### src/hdl/sipq_pkg.sv
// ----------------------------------------------------------------------------
// sipq_pkg
// Shared types and codes for the sorted insert / pop-min queue.
// ----------------------------------------------------------------------------
`default_nettype none

package sipq_pkg;

  // Command codes of the input word
  localparam logic CMD_INSERT = 1'b0;
  localparam logic CMD_REMOVE = 1'b1;

  // Status codes of the result word
  localparam logic [1:0] ST_DONE  = 2'd0;
  localparam logic [1:0] ST_FULL  = 2'd1;
  localparam logic [1:0] ST_EMPTY = 2'd2;

  // Fixed widths of the port fields
  localparam int KEY_PORT_W   = 16;
  localparam int COUNT_PORT_W = 5;

  // Operation broadcast to every cell of the chain
  typedef struct packed {
    logic ins;
    logic pop;
  } cell_ctrl_t;

endpackage

`default_nettype wire

### src/hdl/sorted_insert_pop_min_queue_top.sv
// ----------------------------------------------------------------------------
// sorted_insert_pop_min_queue_top
// Bounded priority queue built as a row of compare-and-shift cells.
// ----------------------------------------------------------------------------
//
// Each command word is accepted at an edge where start is high and busy is
// low, the whole cell row updates in parallel at the next edge (busy is high
// in between), and the result word is shown for exactly one cycle with done
// high right after. The receiver cannot stall: sample status, count,
// head_key and is_empty in the cycle done is high, since they are not held
// afterwards. A new word may be started in that same done cycle, but none is
// taken while busy is high. Inserts into a full queue return status full and
// removes from an empty queue return status empty; both leave the contents
// untouched. After reset the queue is empty and ready.
//
`default_nettype none

module sorted_insert_pop_min_queue_top #(
  parameter int CAPACITY = 16,
  parameter int KEY_BITS = 16
) (
  input  wire logic                                  clk,
  input  wire logic                                  rst,
  input  wire logic                                  start,
  output logic                                       busy,
  input  wire logic                                  command,
  input  wire logic [sipq_pkg::KEY_PORT_W-1:0]       key,
  output logic                                       done,
  output logic      [1:0]                            status,
  output logic      [sipq_pkg::COUNT_PORT_W-1:0]     count,
  output logic      [sipq_pkg::KEY_PORT_W-1:0]       head_key,
  output logic                                       is_empty
);
  import sipq_pkg::*;

  localparam int OCC_W = $clog2(CAPACITY + 1);

  // Latched command word
  logic                cmd_q;
  logic [KEY_BITS-1:0] key_q;

  // Queue occupancy
  logic [OCC_W-1:0] occ;

  // Cell row
  logic [KEY_BITS-1:0] cell_key [CAPACITY];
  logic [CAPACITY-1:0] cell_valid;
  logic [CAPACITY-1:0] cell_gt;

  logic       full;
  logic       empty;
  cell_ctrl_t ctrl;
  logic [1:0] status_next;

  // Valid cells are packed from slot zero, so the ends tell full and empty
  assign full  = cell_valid[CAPACITY-1];
  assign empty = !cell_valid[0];

  // Drive the row only in the update cycle, and only for a legal operation
  always_comb begin
    ctrl.ins    = busy && (cmd_q == CMD_INSERT) && !full;
    ctrl.pop    = busy && (cmd_q == CMD_REMOVE) && !empty;
    status_next = ST_DONE;
    if (cmd_q == CMD_INSERT && full) begin
      status_next = ST_FULL;
    end else if (cmd_q == CMD_REMOVE && empty) begin
      status_next = ST_EMPTY;
    end
  end

  // Sequence: accept -> update -> show result
  always_ff @(posedge clk) begin
    if (rst) begin
      busy <= 1'b0;
      done <= 1'b0;
      occ  <= '0;
    end else begin
      done <= busy;
      if (busy) begin
        busy <= 1'b0;
      end else if (start) begin
        busy <= 1'b1;
      end
      if (ctrl.ins) begin
        occ <= occ + OCC_W'(1);
      end else if (ctrl.pop) begin
        occ <= occ - OCC_W'(1);
      end
    end
  end

  // Hold the command word and the status; payload needs no reset
  always_ff @(posedge clk) begin
    if (start && !busy) begin
      cmd_q <= command;
      key_q <= KEY_BITS'(key);
    end
    if (busy) begin
      status <= status_next;
    end
  end

  // Each cell sees its left and right neighbor; the first sees the new key, the last an empty slot
  for (genvar i = 0; i < CAPACITY; i++) begin : g_cell
    logic [KEY_BITS-1:0] l_key;
    logic                l_valid;
    logic                l_gt;
    logic [KEY_BITS-1:0] r_key;
    logic                r_valid;

    if (i == 0) begin : g_first
      assign l_key   = key_q;
      assign l_valid = 1'b1;
      assign l_gt    = 1'b0;
    end else begin : g_inner_l
      assign l_key   = cell_key[i-1];
      assign l_valid = cell_valid[i-1];
      assign l_gt    = cell_gt[i-1];
    end

    if (i == CAPACITY - 1) begin : g_last
      assign r_key   = '0;
      assign r_valid = 1'b0;
    end else begin : g_inner_r
      assign r_key   = cell_key[i+1];
      assign r_valid = cell_valid[i+1];
    end

    sipq_cell #(
      .KEY_BITS(KEY_BITS)
    ) u_cell (
      .clk        (clk),
      .rst        (rst),
      .ctrl       (ctrl),
      .new_key    (key_q),
      .left_key   (l_key),
      .left_valid (l_valid),
      .left_gt    (l_gt),
      .right_key  (r_key),
      .right_valid(r_valid),
      .key        (cell_key[i]),
      .valid      (cell_valid[i]),
      .gt         (cell_gt[i])
    );
  end

  // Result fields come from the occupancy count and the row; stable through the done cycle
  assign count    = COUNT_PORT_W'(occ);
  assign head_key = cell_valid[0] ? KEY_PORT_W'(cell_key[0]) : '0;
  assign is_empty = (occ == '0);

endmodule

`default_nettype wire

### src/hdl/sipq_cell.sv
// ----------------------------------------------------------------------------
// sipq_cell
// One slot of the sorted chain: holds a key and a valid flag, shifts right
// on insert and left on pop.
// ----------------------------------------------------------------------------
`default_nettype none

module sipq_cell #(
  parameter int KEY_BITS = 16
) (
  input  wire logic                  clk,
  input  wire logic                  rst,
  input  wire sipq_pkg::cell_ctrl_t  ctrl,
  input  wire logic [KEY_BITS-1:0]   new_key,
  input  wire logic [KEY_BITS-1:0]   left_key,
  input  wire logic                  left_valid,
  input  wire logic                  left_gt,
  input  wire logic [KEY_BITS-1:0]   right_key,
  input  wire logic                  right_valid,
  output logic      [KEY_BITS-1:0]   key,
  output logic                       valid,
  output logic                       gt
);
  import sipq_pkg::*;

  logic take_left;
  logic take_new;

  // Cell holds a key strictly above the incoming one
  assign gt        = valid && (key > new_key);
  assign take_left = left_gt;
  assign take_new  = !left_gt && (gt || (!valid && left_valid));

  always_ff @(posedge clk) begin
    if (rst) begin
      valid <= 1'b0;
    end else if (ctrl.ins) begin
      if (take_left) begin
        valid <= left_valid;
      end else if (take_new) begin
        valid <= 1'b1;
      end
    end else if (ctrl.pop) begin
      valid <= right_valid;
    end
  end

  always_ff @(posedge clk) begin
    if (ctrl.ins) begin
      if (take_left) begin
        key <= left_key;
      end else if (take_new) begin
        key <= new_key;
      end
    end else if (ctrl.pop) begin
      key <= right_key;
    end
  end

endmodule

`default_nettype wire

### config.mk
export PLATFORM = sky130hd
export DESIGN_NAME = sorted_insert_pop_min_queue_top
export DESIGN_NICKNAME = d
export VERILOG_FILES = /design/src/hdl/sipq_pkg.sv /design/src/hdl/sorted_insert_pop_min_queue_top.sv /design/src/hdl/sipq_cell.sv
export SDC_FILE = /design/constraint.sdc
export NUM_CORES = 1
export LEC_CHECK = 0
export BUFFER_PORTS_ARGS = -buffer_cell sky130_fd_sc_hd__buf_4
export CAP_MARGIN = 30
export CORE_ASPECT_RATIO = 0.5
export CORE_MARGIN = 1
export CORE_UTILIZATION = 43
export CTS_BUF_LIST = sky130_fd_sc_hd__clkbuf_4
export DETAILED_ROUTE_END_ITERATION = 7
export GPL_TIMING_DRIVEN = 0
export PLACE_DENSITY = 0.66
export SYNTH_ARGS = -nofsm -noshare
export SYNTH_HDL_FRONTEND = slang
export SYNTH_SLANG_ARGS = --single-unit
### constraint.sdc
create_clock -name clk -period 6.65 [get_ports clk]
set_clock_uncertainty 0.2 [all_clocks]
set_input_delay 0.3325 -clock clk [delete_from_list [all_inputs] [get_ports clk]]
set_output_delay 0.3325 -clock clk [all_outputs]
set_load 0.05 [all_outputs]
==> out/metrics.csv, run 1 <==
stage,metric,value,unit
clocking,clk sink count,298,
min_path,Min-Delay Startpoint,key[4],
power,Pwr Density,203,nW/um^2
clocking,clock-pin slew on the worst setup and hold paths,70,ps
timing,unrepaired setup endpoints after global routing,false,
synthesis,cell area after synthesis,20700,um^2
clocking,Max clock buf depth,3,
floorplan,Initial Util,43.9,%
synthesis,syn_nets,2314,
finish,nets@finish,2480,
finish,FF+latch area,8720,um^2
setup_path,CP endpoint kind,register,
finish,fraction of layout cells with a size suffix above 1,11.8,%
drt,DRC violations left,0,
synthesis,"Top FF cell, synth",edfxtp_1,
setup_path,CP Cell Sequence,inv_1 > ha_1 > nand4_1 > or4_1 > a21o_1 > o211ai_2 > buf_4 > nand2_1 > a31oi_2,
finish,cell area after layout,23500,um^2
finish,"commonest non-fill, non-tap cell in the layout",edfxtp_1,
floorplan,num ports,46,
setup_path,crit path max fanout,16,
clocking,CTS Buf Count,78,
power,LEAKAGE,9.13,nW
finish,"commonest non-fill, non-tap cells in the layout","edfxtp_1 (275), ha_1 (243), nand2_1 (229)",
drt,DR top layer,met4,
floorplan,core box area,47200,um^2
setup_path,Worst path slowest cell,a31oi_2,
placement,Placed Area,22300,um^2
timing,hold_ws,51.7,ps
setup_path,R2R depth,9,
timing,Final Max Slew Viols,0,
setup_path,crit path launch type,register,
drt,met3 wire len,11200,um
synthesis,"FFs w/ async S/R, synth",0,%
drt,met2 WL,33600,um
timing,post-route minimum period,4640,ps
synthesis,post-synth cell types,63,
timing,Least-Margin Pin Slew,1090,ps
synthesis,Yosys Warn Count,0,
setup_path,required time of the critical path,6850,ps
drt,post-route ant nets,0,
setup_path,Reg-to-Reg End,g_cell[7].u_cell.key[5],
setup_path,Setup Crit Path Kind,reg -> reg,
clocking,level count of the clock H-tree,3,
finish,Layout fillers,4390,
global_routing,Tot GR Track Use,33.2,%
placement,Port Buffers,45,
floorplan,height of the chip,157,um
finish,multi-input logic area,11200,um^2
clocking,# resized after CTS,0,
floorplan,row cnt,56,
drt,M1 WL,33100,um
timing,TNS Setup,0,ps
power,maximum vdd ir drop,0.0905,mV
floorplan,Die ar.,49000,um^2
drt,DRT iter0 DRCs,2911,
clocking,CTS tree,yes,
timing,Final Hold Viols,0,
placement,placed insts,2751,
clocking,Post-CTS Hold Buffers,20,
synthesis,Mapped Avg Cell Area,10.1,um^2
setup_path,CP arrival,4840,ps
placement,gpl congestion,1.00,
global_routing,initial antenna violation count,2,
synthesis,Yosys reg bits,298,
drt,DR vias/cell,6.68,
finish,Area Overhead vs Synth,13.8,%
global_routing,Congestion Overflow GR,0,
timing,Final period util,69.8,%
min_path,Min-Delay Endpoint,g_cell[0].l_key[4],
drt,DR vias,19458,
placement,hpwl dp,59700,um
drt,DRT Pass-1 Iters,6,
timing,Max Freq,215,MHz
timing,# setup viols final,0,
clocking,Worst-Skew Late Latency,830,ps
setup_path,Worst path max stage delay,890,ps
finish,fin cells,2911,
clocking,root buffer cell,clkbuf_4,
global_routing,vias in the first global route,18166,
min_path,hold crit path type,in -> reg,
power,Total Power,4.78,mW
timing,slew margin rel.,27.1,%
status,status,"finished, final reports clean",
floorplan,width of the chip,312,um
clocking,post-CTS setup buffer count,0,
synthesis,register area share after synthesis,42.2,%
setup_path,Reg2Reg Setup Slack,2010,ps
synthesis,Synth Instances,2050,
min_path,Hold Crit Depth,2,
global_routing,global-route wire length before repair,118000,um
drt,routed len/inst,28.4,um
setup_path,worst r2r src,g_cell[0].l_key[12],
job,Max-cap violations,0,
synthesis,number of enable flip-flop cells after synthesis,275,
drt,DRT Wirelength,82700,um
global_routing,largest net degree at the start of global routing,21,
logic make-up (layout without fill, tap and decap cells):
kind of cell | Yosys count | count (layout) | share of synthesized area [%]
DFF | 298 | 298 | 42.2
muxes | 100 | 100 | 4.85
xor gates and xnor gates | 4 | 4 | 0.169
buffers and inverters | 181 | 402 | 4.15
adders and majority gates | 244 | 244 | 14.8
and+or+nand+nor | 667 | 667 | 15.1
other | 0 | 2 | 0
AOI/OAI and AO/OA | 556 | 556 | 18.8
cells in the mapped netlist, types with 7 or more instances:
cell type	count	area share [%]
a31oi_1	71	2.1
nor3_1	18	0.44
a2111o_1	7	0.38
a221o_1	66	3.2
buf_2	36	0.87
and2_1	17	0.51
nor4_1	7	0.21
or4_1	9	0.33
clkbuf_1	68	1.2
dfxtp_1	23	2.2
nand2_1	229	4.2
o21ai_0	62	1.5
inv_1	51	0.93
mux2i_1	98	4.7
o211ai_1	82	3.0
o21ai_1	19	0.46
nand2b_1	8	0.24
ha_1	243	15
buf_6	9	0.49
a21o_1	72	2.6
nor2_1	110	2.0
a221oi_1	12	0.51
edfxtp_1	275	40
nor2b_1	22	0.67
buf_1	8	0.15
a21oi_1	115	2.8
nand3_1	185	4.5
a211oi_1	12	0.44
nand4_1	48	1.5
state kept, by name (all words and copies together) (netlist names):
register,count
done,1
status,2
g_cell.u_cell.valid,16
g_cell.l_key,16
g_cell.u_cell.key,256
count,5
busy,1
cmd_q,1
routing by layer:
| layer | vias up | GRT usage (%) |
|---|---|---|
| met4 | 0 | 17.2 |
| met2 | 1428 | 48.4 |
| met3 | 315 | 9.95 |
| met5 | - | 0 |
| met1 | 9340 | 44.5 |
| li1 | 8375 | - |
how the worst max path moves through the flow:
stage | end | from | slack (ps) | cells after the start
floorplan | g_cell[0].u_cell.key[0] | g_cell[0].l_key[14] | 2910 | 9
global placement | g_cell[1].u_cell.key[11] | g_cell[0].l_key[10] | 1160 | 9
detailed placement | g_cell[3].u_cell.key[10] | g_cell[0].l_key[11] | 2150 | 10
CTS | g_cell[7].u_cell.key[2] | g_cell[0].l_key[15] | 2160 | 10
global route | g_cell[7].u_cell.key[5] | g_cell[0].l_key[15] | 1910 | 10
finish | g_cell[7].u_cell.key[5] | g_cell[0].l_key[12] | 2010 | 9
stage by stage:
stage / util [%] / setup slack [ps]
final: 49.9 / 2010
after global routing: 49.9 / 1910
after detailed placement: 47.2 / 2150
after global placement: 46.3 / 1160
after floorplan: - / 2910
after CTS: 49.8 / 2160
area by class of cell:
class | count | share of cell area, %
flip-flops and latches | 298 | 37.0
plain buffers | 130 | 2.83
clock buffers | 114 | 3.64
multi-input cells | 1571 | 47.4
diodes | 2 | 0.0213
inverters | 51 | 0.813
well taps | 638 | 3.39
clock inverters | 21 | 0.569
repair buffers | 86 | 4.29
worst max-delay path, delay by kind of cell, from the launching register on:
family	cells	cell delay, ps
and+or+nand+nor	3	810
buffers and inverters	2	840
AOI/OAI and AO/OA	3	1230
DFF	1	650
adders and majority gates	1	500
power by group:
| group | internal [mW] | switching [mW] | total, mW |
|---|---|---|---|
| sequential | 2.13 | 0.0978 | 2.23 |
| clock | 0.860 | 0.860 | 1.72 |
| combinational | 0.301 | 0.535 | 0.836 |
Note: power is estimated with default switching activity, not from simulation.
==> run 2: changes to the inputs <==
--- a/config.mk
+++ b/config.mk
@@ -13,7 +13,7 @@
 export CTS_BUF_LIST = sky130_fd_sc_hd__clkbuf_4
 export DETAILED_ROUTE_END_ITERATION = 7
 export GPL_TIMING_DRIVEN = 0
-export PLACE_DENSITY = 0.66
+export PLACE_DENSITY = 0.69
 export SYNTH_ARGS = -nofsm -noshare
 export SYNTH_HDL_FRONTEND = slang
 export SYNTH_SLANG_ARGS = --single-unit
==> constraint.sdc (replaced) <==
create_clock -name clk -period 3.9 [get_ports clk]
set_clock_uncertainty 0.2 [all_clocks]
set_input_delay 0.195 -clock clk [delete_from_list [all_inputs] [get_ports clk]]
set_output_delay 0.195 -clock clk [all_outputs]
set_load 0.05 [all_outputs]
==> run 2 against run 1 <==
- the run now ends with design-rule violations left
- design area is 3.9% higher
- sequential power is 70% higher
- wire length about the same
- maximum frequency is 20% higher
- clock power grew 72%
- worst hold slack gained 5.5 ps
- final cell count grew 2.6%
- global-route usage is 0.20 points higher
- sequential cell count unchanged
- sequential share of layout area shrank 1.4 points
- total power rose by 73%
- non-clock buffer count up 75
- critical path type unchanged
- critical endpoint is now g_cell[7].u_cell.key[14]
- largest power group unchanged
==> out/metrics.csv, run 2 (synthesis results as in run 1) <==
stage,metric,value,unit
global_routing,global-route wire length before repair,120000,um
power,Total Power,8.28,mW
placement,Port Buffers,45,
setup_path,crit path launch type,register,
finish,"commonest non-fill, non-tap cell in the layout",edfxtp_1,
status,status,"finished, violations left",
drt,DRC violations left,26,
placement,Setup WS pre-CTS,-564,ps
setup_path,CP arrival,4180,ps
clocking,clock-pin slew on the worst setup and hold paths,80,ps
timing,# setup viols final,0,
clocking,CTS Buf Count,78,
setup_path,CP endpoint kind,register,
finish,Area Overhead vs Synth,18.2,%
global_routing,Tot GR Track Use,33.4,%
finish,Biggest register,g_cell.u_cell.key,
timing,Final Hold Viols,0,
power,LEAKAGE,9.52,nW
floorplan,Die ar.,49000,um^2
floorplan,num ports,46,
clocking,level count of the clock H-tree,3,
min_path,Min-Delay Startpoint,rst,
setup_path,required time of the critical path,4200,ps
clocking,Worst-Skew Late Latency,820,ps
timing,Least-Margin Pin Slew,1260,ps
setup_path,crit path max fanout,12,
drt,DRT Pass-1 Iters,8,
setup_path,worst r2r src,g_cell[0].l_key[6],
status,failing checks,design-rule violations,
timing,worst setup margin,27.1,ps
drt,DRT iter0 DRCs,2917,
power,maximum vdd ir drop,0.165,mV
global_routing,vias in the first global route,18788,
setup_path,Crit. Startpoint,g_cell[0].l_key[6],
finish,"commonest non-fill, non-tap cells in the layout","edfxtp_1 (275), ha_1 (243), nand2_1 (229)",
floorplan,height of the chip,157,um
floorplan,row cnt,56,
timing,Final period util,99.3,%
job,Max-cap violations,0,
placement,gpl congestion,1.01,
drt,DRT Wirelength,82700,um
placement,hpwl dp,59800,um
finish,fraction of layout cells with a size suffix above 1,14.9,%
finish,nets@finish,2555,
timing,slew margin rel.,15.7,%
drt,DR vias/cell,6.63,
clocking,Max clock buf depth,3,
drt,routed len/inst,27.7,um
clocking,clk sink count,298,
timing,Max Freq,258,MHz
floorplan,core box area,47200,um^2
setup_path,Setup Crit Path Kind,reg -> reg,
global_routing,Congestion Overflow GR,0,
drt,post-route ant nets,0,
timing,post-route minimum period,3870,ps
finish,Layout fillers,4162,
clocking,CTS tree,yes,
timing,Final Max Slew Viols,0,
min_path,hold crit path type,in -> reg,
finish,number of flip-flops in the largest register,256,
floorplan,Initial Util,43.9,%
global_routing,largest net degree at the start of global routing,17,
power,Pwr Density,339,nW/um^2
drt,DR vias,19785,
floorplan,width of the chip,312,um
global_routing,initial antenna violation count,2,
clocking,root buffer cell,clkbuf_4,
timing,TNS Setup,0,ps
[run 2: cell count changes in the layout (fill, tap and decap cells not counted), moves of 4 or more]
cell / change
a21oi_2: -5
a21oi_4: +5
buf_12: +6
buf_4: +49
clkbuf_1: -4
clkbuf_2: +4
clkinvlp_4: +12
dlygate4sd3_1: +18
inv_1: -9
[run 2: critical path, cell delays in order (launching register included)]
cell and delay (ps):
edfxtp_1 570, clkinvlp_4 370, buf_16 260, ha_1 280, nand2_1 60, or4_1 570, a21o_1 200, o211ai_2 150
buf_6 200, nand2_1 150, a31oi_4 350, buf_8 200
[run 2: cell type report]
type | count | area (um^2) | area share (%)
multi-input combinational | 1571 | 11300 | 46.0
tap | 638 | 798 | 3.27
clock inverter | 20 | 130 | 0.532
sequential | 298 | 8720 | 35.7
antenna | 1 | 2.50 | 0.0102
clock buffer | 116 | 871 | 3.56
inverter | 51 | 236 | 0.967
timing repair buffer | 162 | 1760 | 7.22
buffer | 129 | 674 | 2.76
[run 2: repair_timing]
action	4_1_cts	5_1_grt
buffers inserted	38	15
pin swaps	5	6
hold buffers	38	0
gates resized for setup	21	18
endpoints found under the setup margin	236	166
hold endpoints to repair	57	0
[run 2: path summary, 6_finish.rpt]
check,slack [ps],cells past startpoint,endpoint
worst min-delay path,60,5,g_cell[14].u_cell.valid
worst max register to register,30,11,g_cell[7].u_cell.key[14]
worst max-delay path,30,11,g_cell[7].u_cell.key[14]
worst min register to register,300,2,count[3]
[run 2: layer usage]
layer,global-route usage (%),routed length (um),part of all wire (%)
met4,19.1,5200,6.3
met3,12.3,12600,15
met1,43.0,31400,38
met2,48.3,33400,40
met5,0,59,0.071
[run 2: power by group]
group          internal [mW]  switching [mW]
sequential              3.63           0.157
clock                   1.49            1.47
combinational          0.589           0.946
[run 2: per-stage QoR]
stage | hold WS [ps] | util [%] | instance area [um^2] | std cells
floorplan | 66.6 | - | 20700 | 2050
global placement | 173 | 46.3 | 21800 | 2733
detailed placement | 174 | 47.5 | 22400 | 2756
CTS | 36.0 | 51.4 | 24200 | 2968
global route | 76.0 | 51.8 | 24400 | 2986
finish | 57.1 | 51.8 | 24400 | 2986
